==> src/fwbp_pkg.sv <==
// ----------------------------------------------------------------------------
// fwbp_pkg
// Shared types and constants for the fixed-width bit packer.
// ----------------------------------------------------------------------------
package fwbp_pkg;

  localparam int WORD_BITS    = 32;
  localparam int OFFSET_BITS  = 5;
  localparam int INDEX_BITS   = 16;
  localparam int WIDTH_BITS   = 6;
  localparam int COUNT_BITS   = 17;
  localparam int CFG_IDX_BITS = 1;
  localparam int CFG_BITS     = 17;

  localparam logic [COUNT_BITS-1:0] MAX_ENTRIES  = 17'd65536;
  localparam logic [WIDTH_BITS-1:0] WIDTH_RESET  = 6'd8;
  localparam logic [COUNT_BITS-1:0] LIMIT_RESET  = 17'd65536;
  localparam logic [WIDTH_BITS-1:0] WIDTH_MAX    = 6'd32;

  localparam logic [CFG_IDX_BITS-1:0] REG_VALUE_WIDTH = 1'b0;
  localparam logic [CFG_IDX_BITS-1:0] REG_ENTRY_LIMIT = 1'b1;

  localparam int QUEUE_DEPTH = 2;

  // Classified item handed from front to back
  typedef struct packed {
    logic                    accepted;
    logic                    spill;
    logic                    exact;
    logic [OFFSET_BITS-1:0]  offset;
    logic [INDEX_BITS-1:0]   word_index;
    logic [WORD_BITS-1:0]    value;
  } fwbp_item_t;

endpackage

==> src/fwbp_front.sv <==
// ----------------------------------------------------------------------------
// fwbp_front
// Holds configuration, masks each value and tracks offset, pointer and count.
// ----------------------------------------------------------------------------
module fwbp_front import fwbp_pkg::*; (
  input  logic                    clk,
  input  logic                    rst,
  input  logic                    cfg_en,
  input  logic [CFG_IDX_BITS-1:0] cfg_index,
  input  logic [CFG_BITS-1:0]     cfg_data,
  input  logic                    value_valid,
  input  logic [WORD_BITS-1:0]    value,
  output logic                    value_ready,
  input  logic                    queue_full,
  output logic                    push,
  output fwbp_item_t              item
);

  logic [WIDTH_BITS-1:0]  value_width;
  logic [COUNT_BITS-1:0]  entry_limit;
  logic [OFFSET_BITS-1:0] bit_offset;
  logic [INDEX_BITS-1:0]  word_pointer;
  logic [COUNT_BITS-1:0]  packed_count;

  logic [WIDTH_BITS-1:0]  eff_width;
  logic [COUNT_BITS-1:0]  eff_limit;
  logic [WORD_BITS:0]     mask;
  logic [WIDTH_BITS-1:0]  end_bit;
  logic                   reject;

  assign eff_width = (value_width > WIDTH_MAX) ? WIDTH_MAX : value_width;
  assign eff_limit = (entry_limit > MAX_ENTRIES) ? MAX_ENTRIES : entry_limit;
  assign mask      = ({{WORD_BITS{1'b0}}, 1'b1} << eff_width) - {{WORD_BITS{1'b0}}, 1'b1};
  assign end_bit   = {1'b0, bit_offset} + eff_width;
  assign reject    = packed_count >= eff_limit;

  assign value_ready = !queue_full;
  assign push        = value_valid && value_ready;

  always_comb begin
    item            = '0;
    item.accepted   = !reject;
    item.offset     = bit_offset;
    item.word_index = word_pointer;
    item.spill      = !reject && (end_bit > WIDTH_MAX);
    item.exact      = !reject && (end_bit == WIDTH_MAX);
    item.value      = reject ? '0 : (value & mask[WORD_BITS-1:0]);
  end

  always_ff @(posedge clk) begin
    if (rst) begin
      value_width  <= WIDTH_RESET;
      entry_limit  <= LIMIT_RESET;
      bit_offset   <= '0;
      word_pointer <= '0;
      packed_count <= '0;
    end else if (cfg_en) begin
      unique case (cfg_index)
        REG_VALUE_WIDTH: value_width <= cfg_data[WIDTH_BITS-1:0];
        REG_ENTRY_LIMIT: entry_limit <= cfg_data[COUNT_BITS-1:0];
        default: ;
      endcase
      bit_offset   <= '0;
      word_pointer <= '0;
      packed_count <= '0;
    end else if (push && !reject) begin
      packed_count <= packed_count + 1'b1;
      bit_offset   <= end_bit[OFFSET_BITS-1:0];
      if (end_bit >= WIDTH_MAX) begin
        word_pointer <= word_pointer + 1'b1;
      end
    end
  end

endmodule

==> src/fwbp_queue.sv <==
// ----------------------------------------------------------------------------
// fwbp_queue
// Short FIFO of classified items between the front and the back.
// ----------------------------------------------------------------------------
module fwbp_queue import fwbp_pkg::*; (
  input  logic       clk,
  input  logic       rst,
  input  logic       push,
  input  fwbp_item_t push_item,
  output logic       full,
  input  logic       pop,
  output logic       not_empty,
  output fwbp_item_t pop_item
);

  localparam int PTR_BITS = (QUEUE_DEPTH > 1) ? $clog2(QUEUE_DEPTH) : 1;
  localparam int CNT_BITS = $clog2(QUEUE_DEPTH + 1);
  localparam logic [CNT_BITS-1:0] DEPTH = CNT_BITS'(QUEUE_DEPTH);
  localparam logic [PTR_BITS-1:0] LAST  = PTR_BITS'(QUEUE_DEPTH - 1);

  fwbp_item_t          slots [QUEUE_DEPTH];
  logic [PTR_BITS-1:0] wr_ptr;
  logic [PTR_BITS-1:0] rd_ptr;
  logic [CNT_BITS-1:0] count;

  assign full      = (count == DEPTH);
  assign not_empty = (count != '0);
  assign pop_item  = slots[rd_ptr];

  always_ff @(posedge clk) begin
    if (push) begin
      slots[wr_ptr] <= push_item;
    end
  end

  always_ff @(posedge clk) begin
    if (rst) begin
      wr_ptr <= '0;
      rd_ptr <= '0;
      count  <= '0;
    end else begin
      if (push) begin
        wr_ptr <= (wr_ptr == LAST) ? '0 : wr_ptr + 1'b1;
      end
      if (pop) begin
        rd_ptr <= (rd_ptr == LAST) ? '0 : rd_ptr + 1'b1;
      end
      if (push && !pop) begin
        count <= count + 1'b1;
      end else if (pop && !push) begin
        count <= count - 1'b1;
      end
    end
  end

`ifndef SYNTHESIS
  a_count_bound: assert property (@(posedge clk) disable iff (rst) count <= DEPTH)
    else $error("queue count above depth");
  a_no_underflow: assert property (@(posedge clk) disable iff (rst) pop |-> not_empty)
    else $error("queue pop while empty");
  a_count_rise: assert property (@(posedge clk) disable iff (rst)
    (push && !pop) |=> (count == $past(count) + 1'b1))
    else $error("queue count did not rise on push");
`endif

endmodule

==> src/fwbp_back.sv <==
// ----------------------------------------------------------------------------
// fwbp_back
// Merges each item into the partial word and registers the result.
// ----------------------------------------------------------------------------
module fwbp_back import fwbp_pkg::*; (
  input  logic                   clk,
  input  logic                   rst,
  input  logic                   clear,
  input  logic                   item_valid,
  input  fwbp_item_t             item,
  output logic                   pop,
  output logic                   result_valid,
  input  logic                   result_ready,
  output logic                   accepted,
  output logic [INDEX_BITS-1:0]  word_index,
  output logic [WORD_BITS-1:0]   word_data,
  output logic                   spill_valid,
  output logic [WORD_BITS-1:0]   spill_data
);

  logic [WORD_BITS-1:0] partial_word;
  logic [WORD_BITS-1:0] merged;
  logic [WORD_BITS-1:0] spilled;

  assign merged  = partial_word | (item.value << item.offset);
  assign spilled = item.value >> (WIDTH_MAX - {1'b0, item.offset});
  assign pop     = item_valid && (!result_valid || result_ready);

  always_ff @(posedge clk) begin
    if (rst) begin
      result_valid <= 1'b0;
      partial_word <= '0;
    end else begin
      if (pop) begin
        result_valid <= 1'b1;
      end else if (result_ready) begin
        result_valid <= 1'b0;
      end
      if (clear) begin
        partial_word <= '0;
      end else if (pop && item.accepted) begin
        if (item.spill) begin
          partial_word <= spilled;
        end else if (item.exact) begin
          partial_word <= '0;
        end else begin
          partial_word <= merged;
        end
      end
    end
  end

  always_ff @(posedge clk) begin
    if (pop) begin
      accepted    <= item.accepted;
      word_index  <= item.accepted ? item.word_index : '0;
      word_data   <= item.accepted ? merged : '0;
      spill_valid <= item.spill;
      spill_data  <= item.spill ? spilled : '0;
    end
  end

`ifndef SYNTHESIS
  a_reject_zero: assert property (@(posedge clk) disable iff (rst)
    (result_valid && !accepted) |->
      (word_index == '0 && word_data == '0 && !spill_valid && spill_data == '0))
    else $error("rejected item carries data");
  a_spill_accepted: assert property (@(posedge clk) disable iff (rst)
    (result_valid && spill_valid) |-> accepted)
    else $error("spill on rejected item");
  a_no_spill_zero: assert property (@(posedge clk) disable iff (rst)
    (result_valid && !spill_valid) |-> (spill_data == '0))
    else $error("spill data without spill");
`endif

endmodule

==> src/fixed_width_bit_packer.sv <==
// ----------------------------------------------------------------------------
// fixed_width_bit_packer
// Packs values of a configured width, LSB first, into consecutive 32-bit words.
//
//   channel  | handshake                  | payload
//   ---------+----------------------------+------------------------------------
//   value    | value_valid / value_ready  | value
//   result   | result_valid / result_ready| accepted, word_index, word_data,
//            |                            | spill_valid, spill_data
//   config   | cfg_en                     | cfg_index, cfg_data
//
// One item per cycle sustained while result_ready stays high; an accepted value
// passes through the 2-entry item queue and then the result register.
// The front tracks offset, pointer and count; the back holds the partial word.
// A stalled result keeps the back busy while the queue absorbs up to 2 items.
// Reset restores width 8 and limit 65536; a config write clears offset, pointer, count and partial word.
// ----------------------------------------------------------------------------
module fixed_width_bit_packer import fwbp_pkg::*; (
  input  logic                    clk,
  input  logic                    rst,
  input  logic                    cfg_en,
  input  logic [CFG_IDX_BITS-1:0] cfg_index,
  input  logic [CFG_BITS-1:0]     cfg_data,
  input  logic                    value_valid,
  output logic                    value_ready,
  input  logic [WORD_BITS-1:0]    value,
  output logic                    result_valid,
  input  logic                    result_ready,
  output logic                    accepted,
  output logic [INDEX_BITS-1:0]   word_index,
  output logic [WORD_BITS-1:0]    word_data,
  output logic                    spill_valid,
  output logic [WORD_BITS-1:0]    spill_data
);

  fwbp_item_t front_item;
  fwbp_item_t back_item;
  logic       push;
  logic       pop;
  logic       queue_full;
  logic       queue_valid;

  fwbp_front u_front (
    .clk         (clk),
    .rst         (rst),
    .cfg_en      (cfg_en),
    .cfg_index   (cfg_index),
    .cfg_data    (cfg_data),
    .value_valid (value_valid),
    .value       (value),
    .value_ready (value_ready),
    .queue_full  (queue_full),
    .push        (push),
    .item        (front_item)
  );

  fwbp_queue u_queue (
    .clk       (clk),
    .rst       (rst),
    .push      (push),
    .push_item (front_item),
    .full      (queue_full),
    .pop       (pop),
    .not_empty (queue_valid),
    .pop_item  (back_item)
  );

  fwbp_back u_back (
    .clk          (clk),
    .rst          (rst),
    .clear        (cfg_en),
    .item_valid   (queue_valid),
    .item         (back_item),
    .pop          (pop),
    .result_valid (result_valid),
    .result_ready (result_ready),
    .accepted     (accepted),
    .word_index   (word_index),
    .word_data    (word_data),
    .spill_valid  (spill_valid),
    .spill_data   (spill_data)
  );

endmodule
==> config.mk <==
export PLATFORM = sky130hd
export DESIGN_NAME = fixed_width_bit_packer
export DESIGN_NICKNAME = d
export VERILOG_FILES = /design/src/fwbp_pkg.sv /design/src/fwbp_front.sv /design/src/fwbp_queue.sv /design/src/fwbp_back.sv /design/src/fixed_width_bit_packer.sv
export SDC_FILE = /design/constraint.sdc
export NUM_CORES = 1
export LEC_CHECK = 0
export BUFFER_PORTS_ARGS = -buffer_cell sky130_fd_sc_hd__buf_2
export CORE_ASPECT_RATIO = 0.7
export CORE_MARGIN = 3
export CORE_UTILIZATION = 55
export DETAILED_ROUTE_END_ITERATION = 7
export HOLD_SLACK_MARGIN = 0.15
export PLACE_DENSITY = 0.74
export SLEW_MARGIN = 10
export SYNTH_ARGS = -nofsm -noshare
export SYNTH_HDL_FRONTEND = slang
export SYNTH_HIERARCHICAL = 1
export SYNTH_SLANG_ARGS = --single-unit
==> constraint.sdc <==
create_clock -name clk -period 4.5 [get_ports clk]
set_input_delay 0.225 -clock clk [delete_from_list [all_inputs] [get_ports clk]]
set_output_delay 0.225 -clock clk [all_outputs]
set_load 0.01 [all_outputs]
# After elaboration in Yosys (flattened, before gate mapping)
# Memories as Yosys holds them, arrays and structs flattened. A register that Yosys moved wholly into a read port is not among the register bits.
# Cells that the tools add are included.
op_classes:
  n_reduce_logical: 21
  add_sub_neg: 9
  shift: 3
  n_mux: 15
  n_eq_ne: 2
  bitwise: 3
  magnitude_cmp: 5
op_table:
  columns: ["op", "count"]
  rows:
  - ["2-to-1 mux 32 bit", 3]
  - ["bitwise AND 32 bit", 1]
  - ["bitwise OR 32 bit", 1]
  - ["<< shifter 1 x 6 -> 32 bit, first input constant", 1]
  - ["<< shifter 32 x 5 -> 32 bit", 1]
  - ["right shift 32 x 6 -> 32 bit", 1]
  - ["subtractor 32 x 1 -> 32 bit, second input constant", 1]
  - ["adder 17 x 1 -> 17 bit, second input constant", 1]
  - [">= comparator 17 bit", 1]
  - ["> comparator 17 bit, second input constant", 1]
  - ["2-to-1 mux 17 bit", 1]
  - ["adder 16 x 1 -> 16 bit, second input constant", 1]
  - ["> comparator 6 bit, second input constant", 2]
  - ["logical AND 1 bit", 8]
  - ["2-to-1 mux 1 bit", 8]
  - ["adder 5 x 6 -> 6 bit", 1]
  - ["== test 6 bit, second input constant", 1]
  - [">= comparator 6 bit, second input constant", 1]
  - ["2-to-1 mux 6 bit", 1]
  - ["AND reduction 2 bit", 3]
  - ["nonzero test 2 bit", 3]
  - ["subtractor 6 x 5 -> 6 bit, first input constant", 1]
  - ["zero test 1 bit", 5]
  - ["2-to-1 mux 2 bit", 2]
  - ["other kinds (7)", 8]
word_totals:
  n_memories: 1
  ramBits: 112
  ff_bits: 180
  wordCells: 74
memory_table:
  columns: ["memory", "depth", "word_bits", "rd", "rd_clocked_by_memory_dff", "wr", "line", "text"]
  rows:
  - ["u_queue.slots", 2, 56, 1, 1, 1, "fwbp_queue.sv:21", "fwbp_item_t slots [QUEUE_DEPTH];"]

# Longest topological paths before layout
# Gate-level depths: netlist (run 1).
logic_depth:
  ltp_word: 7
  depth_mapped: 17

# Hierarchy
# The synthesis (run 1) kept the hierarchy.
by_module_without_submodules:
  columns: ["module", "seq_area_each_um2", "area_each_um2", "cells_each", "instances"]
  rows:
  - ["fwbp_back", 3123.0, 8166.6, 731, 1]
  - ["fwbp_front", 1221.2, 4262.8, 565, 1]
  - ["fwbp_queue", 3463.3, 4261.6, 196, 1]

# Worst setup path after synthesis (run 1)
# No wires, ideal clock.
synth_path:
  path_type: "reg2reg"
  from: "register u_queue.count[0]"
  to: "memory u_queue/slots[0][0] in the netlist's numbering, enable pin"
  path_buffers: 0
  path_slack_ns: 0.418
  arrival_time_ns: 3.605
  path_stages_with_launch: 4
  t_required_ns: 4.023
  path_cell_list: "dfxtp_1 -> and2b_2 -> nor2b_1 -> nor2b_1"
synth_between:
  elab_chain_len: 5
synth_rtl:
  columns: ["element", "line", "text"]
  rows:
  - ["from (decl)", "fwbp_queue.sv:24", "logic [CNT_BITS-1:0] count;"]
  - ["from (signal assigned)", "fwbp_queue.sv:49", "count <= count + 1'b1;"]
  - ["from (signal assigned)", "fwbp_queue.sv:51", "count <= count - 1'b1;"]
  - ["== test 2 bit", "fwbp_queue.sv:26", "assign full = (count == DEPTH);"]
  - ["net queue_full", "fixed_width_bit_packer.sv:40", "logic queue_full;"]
  - ["zero test 1 bit", "fwbp_front.sv:37", "assign value_ready = !queue_full;"]
  - ["logical AND 1 bit", "fwbp_front.sv:38", "assign push = value_valid && value_ready;"]
  - ["net push", "fixed_width_bit_packer.sv:38", "logic push;"]
  - ["2-to-1 mux 1 bit", "fwbp_queue.sv:31", "if (push) begin"]
  - ["2-to-1 mux 1 bit (not written as such)", "fwbp_queue.sv:32", "slots[wr_ptr] <= push_item;"]
  - ["to (decl)", "fwbp_queue.sv:21", null]
# The timed path passes the listed nets, and every way through them passes these cells.

==> reports/results.ini, run 1 <==
[outcome]
status=finished clean

[route]
drcViolationCount=0
ant_nets=0
wl_um=48170
vias=13150
drt_iter0_drc=1602
dr.pass1.iters=5
wl_per_cell_um=23.32
viasPerCell=6.364

[global_routing]
grt_pass1_wl_um=73260
grt_usage=0.2926
antenna_found_initial=0
grt_overflow_total=0
grt_max_degree=68
grt_pass1_vias=12290

[layout]
seq_area_um2=7809
layoutNonFillerInstCount=2066
multi_input_area_um2=8228
nets=1723
drive_gt1_frac=0.2535
antennaDiodeCount=0
nFillCells=2302
final_util=0.6467
area_growth_pct=13.95

[critical_path]
critPathMaxStageDelay_ns=0.53
crit_fanout=11
path_delay_family=compound AO/OA/AOI/OAI gates
worst_setup_path_start_kind=flop
worstSetupEndpointType=flop
crit_required_ns=4.76
path_depth=11
crit_top_cell=nor4_1
reg2regPathDepth=11
crit_type=flop to flop
worst-endpoint-arrival_ns=4.16
crit_buf_inv=1
path_cells=nor4_1 -> a41o_1 -> nand2_1 -> ha_1 -> nand4_1 -> nor4_1 -> a31oi_1 -> and2_1 -> nand2b_1 -> buf_4 -> a2111oi_0
critPathSlowestCell=a2111oi_0

[placed_design]
gp_congestion=1.030
placed_cells=1965
dp_hpwl_um=34950
port_buffers=138

[power_and_ir_drop]
pwr-share-comb=0.502
pwr-share-seq=0.309
p_leak_uw=0.007062
p_sw_uw=5114
p_int_uw=7651
p_sw_frac=0.4006
clock_power_share=0.189
powerDensity_nw_per_um2=671.2
ir_worst_vdd_v=0.0005161

[synthesis]
synth-edff-count=194
netlist_area_um2=16690
synth_warnings=6
ys_types=108
postSynthNetCount=1575
synth-main-ff-cell=edfxtp_1
yosysSeqAreaShare=0.4678
synth_seq_cells=293
synth_area_per_cell_um2=11.19
yosysTopAreaCell=edfxtp_1
netlist_top_cells_area=edfxtp_1 (35%), dfxtp_1 (12%), mux2_2 (7.3%)
yosysMostFrequentCell=edfxtp_1
async_flop_share=0
yosys-top-cells-count=edfxtp_1 (194), nor2_1 (135), nand2_1 (116)
synth_top_area_frac=0.3490
syn_inst=1492

[die]
ioPinCount=139
core_area_um2=29410
rows=52
die-area_um2=32510
initial_core_util=0.5676
die_w_um=214.2
die_h_um=151.8

[cts]
cts_tree=built
cts_resized=0
cts_made_buffers=28
postCtsSetupRepairBufs=0
cts_hold_buf=50
clockRootBuffer=clkbuf_16
cts_max_level=1
clk_latency_ns=0.57
clk_pin_slew_ns=0.06
cts_num_sinks=293
cts_max_path_buffers=3

[timing]
fmax_ghz=0.2567
finalSetupTns_ns=0
worst_pin_slew_ns=0.9201
rsz0062_at_grt=false
fin_skew_ns=0.01986
hold_viol_final=0
slew_headroom=0.3819
period_needed_ns=3.896
final_max_slew_viol_count=0
period_share=0.8658
setup_viol=0

[job]
max_cap_viol_count=0

[min_path]
whs_path_depth=2
hold_class=input port to flop

-- cells by family after synthesis --
group | count (synthesis) | synth area share
buffers and inverters | 130 | 0.04018
muxes | 211 | 0.1768
and+or+nand+nor | 484 | 0.1478
adders and majority gates | 28 | 0.02144
AOI/OAI and AO/OA | 306 | 0.1241
xor gates and xnor gates | 40 | 0.02189
DFF | 293 | 0.4678
-- cell usage in the layout (no fill, tap or decap), types with 25 or more instances in the layout --
| master | n |
|---|---|
| mux4_2 | 54 |
| clkbuf_16 | 28 |
| o21ai_0 | 60 |
| buf_4 | 26 |
| and3_1 | 28 |
| buf_2 | 138 |
| edfxtp_1 | 194 |
| xnor2_1 | 29 |
| a21oi_1 | 71 |
| nor2_1 | 135 |
| mux2i_1 | 41 |
| inv_1 | 29 |
| ha_1 | 27 |
| nand2_1 | 116 |
| dlygate4sd3_1 | 50 |
| mux2_2 | 107 |
| nor3_1 | 37 |
| dfxtp_1 | 98 |
| and2_1 | 36 |
| nor2b_1 | 25 |
-- worst paths after layout --
kind                          startpoint                endpoint  slack (ns)
hold reg to reg   u_front/entry_limit[0]  u_front/entry_limit[0]        0.47
setup / recovery  u_front/entry_limit[1]    u_queue/slots[1][29]        0.60
setup reg to reg  u_front/entry_limit[1]    u_queue/slots[1][29]        0.60
hold / removal                       rst        u_queue/count[0]        0.20
-- cell type report --
type / instances / area share
clock buffer: 33 / 0.03835
multi-input combinational: 1069 / 0.4326
sequential: 293 / 0.4106
timing repair buffer: 215 / 0.07394
tap: 405 / 0.02664
clock inverter: 18 / 0.01138
inverter: 33 / 0.006513
-- metal layers --
| metal | wire, um | global-route usage |
|---|---|---|
| met5 | 0 | 0 |
| met4 | 953 | 0.06248 |
| met3 | 6790 | 0.1262 |
| met2 | 19430 | 0.4099 |
| met1 | 21000 | 0.4217 |
-- state kept, by name, summed over array words and instances (netlist names), named ones only --
| signal | cells |
|---|---|
| u_queue/rd_ptr | 1 |
| u_back/spill_data | 32 |
| u_back/word_index | 16 |
| u_queue/slots | 112 |
| u_back/accepted | 1 |
| u_queue/wr_ptr | 1 |
| u_front/entry_limit | 17 |
| u_back/result_valid | 1 |
| u_queue/count | 2 |
| u_front/bit_offset | 5 |
| u_front/value_width | 6 |
| u_front/packed_count | 17 |
| u_back/partial_word | 32 |
| u_back/spill_valid | 1 |
| u_front/word_pointer | 16 |
| u_back/word_data | 32 |
-- stage by stage --
| step | setup WS (ns) | hold WS (ns) | instance area, um^2 | total power (uW) |
|---|---|---|---|---|
| finish | 0.6039 | 0.2009 | 19020 | 12770 |
| global route | 0.3378 | 0.1719 | 19020 | 13330 |
| CTS | 0.7784 | 0.1645 | 19020 | 12600 |
| detailed placement | 0.8150 | 0.4531 | 17570 | 10150 |
| global placement | 0.9255 | 0.4413 | 17570 | 10060 |
| floorplan | 0.4182 | 0.2941 | 16690 | 8336 |
-- power by group through the flow --
stage	registers (uW)	logic (uW)	clock network, uW
finish	3940	6410	2410
global route	4000	6770	2550
CTS	3950	6210	2450
detailed placement	4000	6150	0
global placement	3980	6080	0
floorplan	4210	4130	0
Power figures use the tool's default switching activity.
==> run 2: changes to the inputs <==
==> constraint.sdc (replaced) <==
create_clock -name clk -period 4.6 [get_ports clk]
set_input_delay 0.23 -clock clk [delete_from_list [all_inputs] [get_ports clk]]
set_output_delay 0.23 -clock clk [all_outputs]
set_load 0.01 [all_outputs]
==> run 2 against run 1 <==
Final cell count barely moved. Critical path depth did not move. Via count rose by 1.8%. Routed wire length rose by 2.5%. Clock power rose by 4%. Non-clock buffer count fell by 2. Core utilization rose by 0.21 points. Setup slack got worse by 0.011 ns.
==> reports/results.ini, run 2 (same netlist as run 1, synthesis figures left out) <==
[route]
vias=13390
drt_iter0_drc=1762
drcViolationCount=0
dr.pass1.iters=6
wl_per_cell_um=23.91
ant_nets=0
wl_um=49380
viasPerCell=6.485

[layout]
layout_commonest_cell=edfxtp_1
final_cell_mix=edfxtp_1 (194), buf_2 (138), nor2_1 (135)
final_util=0.6489
antennaDiodeCount=0
top_register=u_queue/slots
seq_area_um2=7809
area_growth_pct=14.33
drive_gt1_frac=0.2560
nets=1721
nFillCells=2304
multi_input_area_um2=8228
largest_reg_flops=112
design_area_um2=19080

[cts]
cts_tree=built
clk_latency_ns=0.57
cts_num_sinks=293
cts_max_level=1
cts_resized=0
postCtsSetupRepairBufs=0
cts_made_buffers=28
clockRootBuffer=clkbuf_16
clk_pin_slew_ns=0.07
cts_max_path_buffers=3

[power_and_ir_drop]
ir_worst_vdd_v=0.0004204
p_leak_uw=0.007102
powerDensity_nw_per_um2=664.8

[critical_path]
r2r-start=u_front/entry_limit[1]
worst_setup_path_start_kind=flop
worst-endpoint-arrival_ns=4.36
critPathLaunch=u_front/entry_limit[1]
worstSetupEndpointType=flop
crit_required_ns=4.95
crit_fanout=14
crit_type=flop to flop
reg2regPathDepth=11

[min_path]
min_from=rst
hold_class=input port to flop
whs_path_depth=2

[timing]
period_share=0.8710
worst_pin_slew_ns=1.016
fmax_ghz=0.2496
hold_viol_final=0
finalSetupTns_ns=0
rsz0062_at_grt=false
fin_skew_ns=0.01606
setup_viol=0
final_max_slew_viol_count=0
slew_headroom=0.3183
whs_ns=0.1807
period_needed_ns=4.007
fin_ws_ns=0.5932

[die]
ioPinCount=139
die-area_um2=32510
core_area_um2=29410
rows=52
initial_core_util=0.5676
die_h_um=151.8
die_w_um=214.2

[placed_design]
gp_congestion=0.9977
placed_cell_area_um2=17540
place_ws_ns=0.7183
dp_hpwl_um=35440
port_buffers=138

[global_routing]
grt_overflow_total=0
antenna_found_initial=3
grt_pass1_wl_um=75190
grt_usage=0.2991
grt_pass1_vias=12510
grt_max_degree=64

[outcome]
status=finished clean

[job]
max_cap_viol_count=0

[run 2: cell count changes in the layout (fill, tap and decap cells not counted), moves of 3 or more]
cell       delta
clkbuf_8      +3
clkbuf_1      -3
clkinv_1      -3
clkbuf_16     +3
[run 2: final timing paths]
path | to | slack [ns]
worst min-delay path | u_queue/count[0] | 0.18
worst max register to register | u_queue/slots[1][25] | 0.59
worst min register to register | u_front/entry_limit[11] | 0.47
worst max-delay path | u_queue/slots[1][25] | 0.59
[run 2: repair_timing]
| action | in CTS | in global routing |
|---|---|---|
| hold buffers | 51 | 0 |
| setup endpoints to repair | 0 | 0 |
| hold endpoints to repair | 89 | 0 |
[run 2: area by class of cell]
class,count,area share
clock buffers,36,0.04373
clock inverters,16,0.01043
inverters,33,0.006491
multi-input cells,1069,0.4312
flip-flops and latches,293,0.4092
well taps,405,0.02656
repair buffers,213,0.07239
[run 2: metal layers]
metal	track usage	share of wire	vias to the layer above	wire length, um
li1	-	-	5946	-
met1	0.4468	0.43	6528	21480
met2	0.4253	0.41	833	20090
met3	0.1052	0.14	80	7006
met4	0.04819	0.016	4	784
met5	0.007576	0.00061	-	30
[run 2: power breakdown]
part | leakage (uW) | internal, uW | switching [uW] | total, uW
Combinational | 0.00390 | 2450 | 3850 | 6300
Clock | 0.000513 | 1470 | 1050 | 2510
Sequential | 0.00269 | 3660 | 208 | 3870
[run 2: critical path: stages, from the launching register on]
cell      delay, ns
dfxtp_1        0.33
nor4_1         0.42
a41o_1         0.44
nand2_1        0.10
ha_1           0.30
nand4_1        0.19
nor4_1         0.07
a31oi_1        0.41
and2_1         0.32
nand2b_1       0.35
or3_1          0.53
a211oi_1       0.34
[run 2: stage by stage]
stage	std cells	total power (uW)
final	2065	12690
after global routing	2065	13220
after CTS	2065	12510
after detailed placement	1962	9945
after global placement	1962	9873
after floorplan	1492	8155
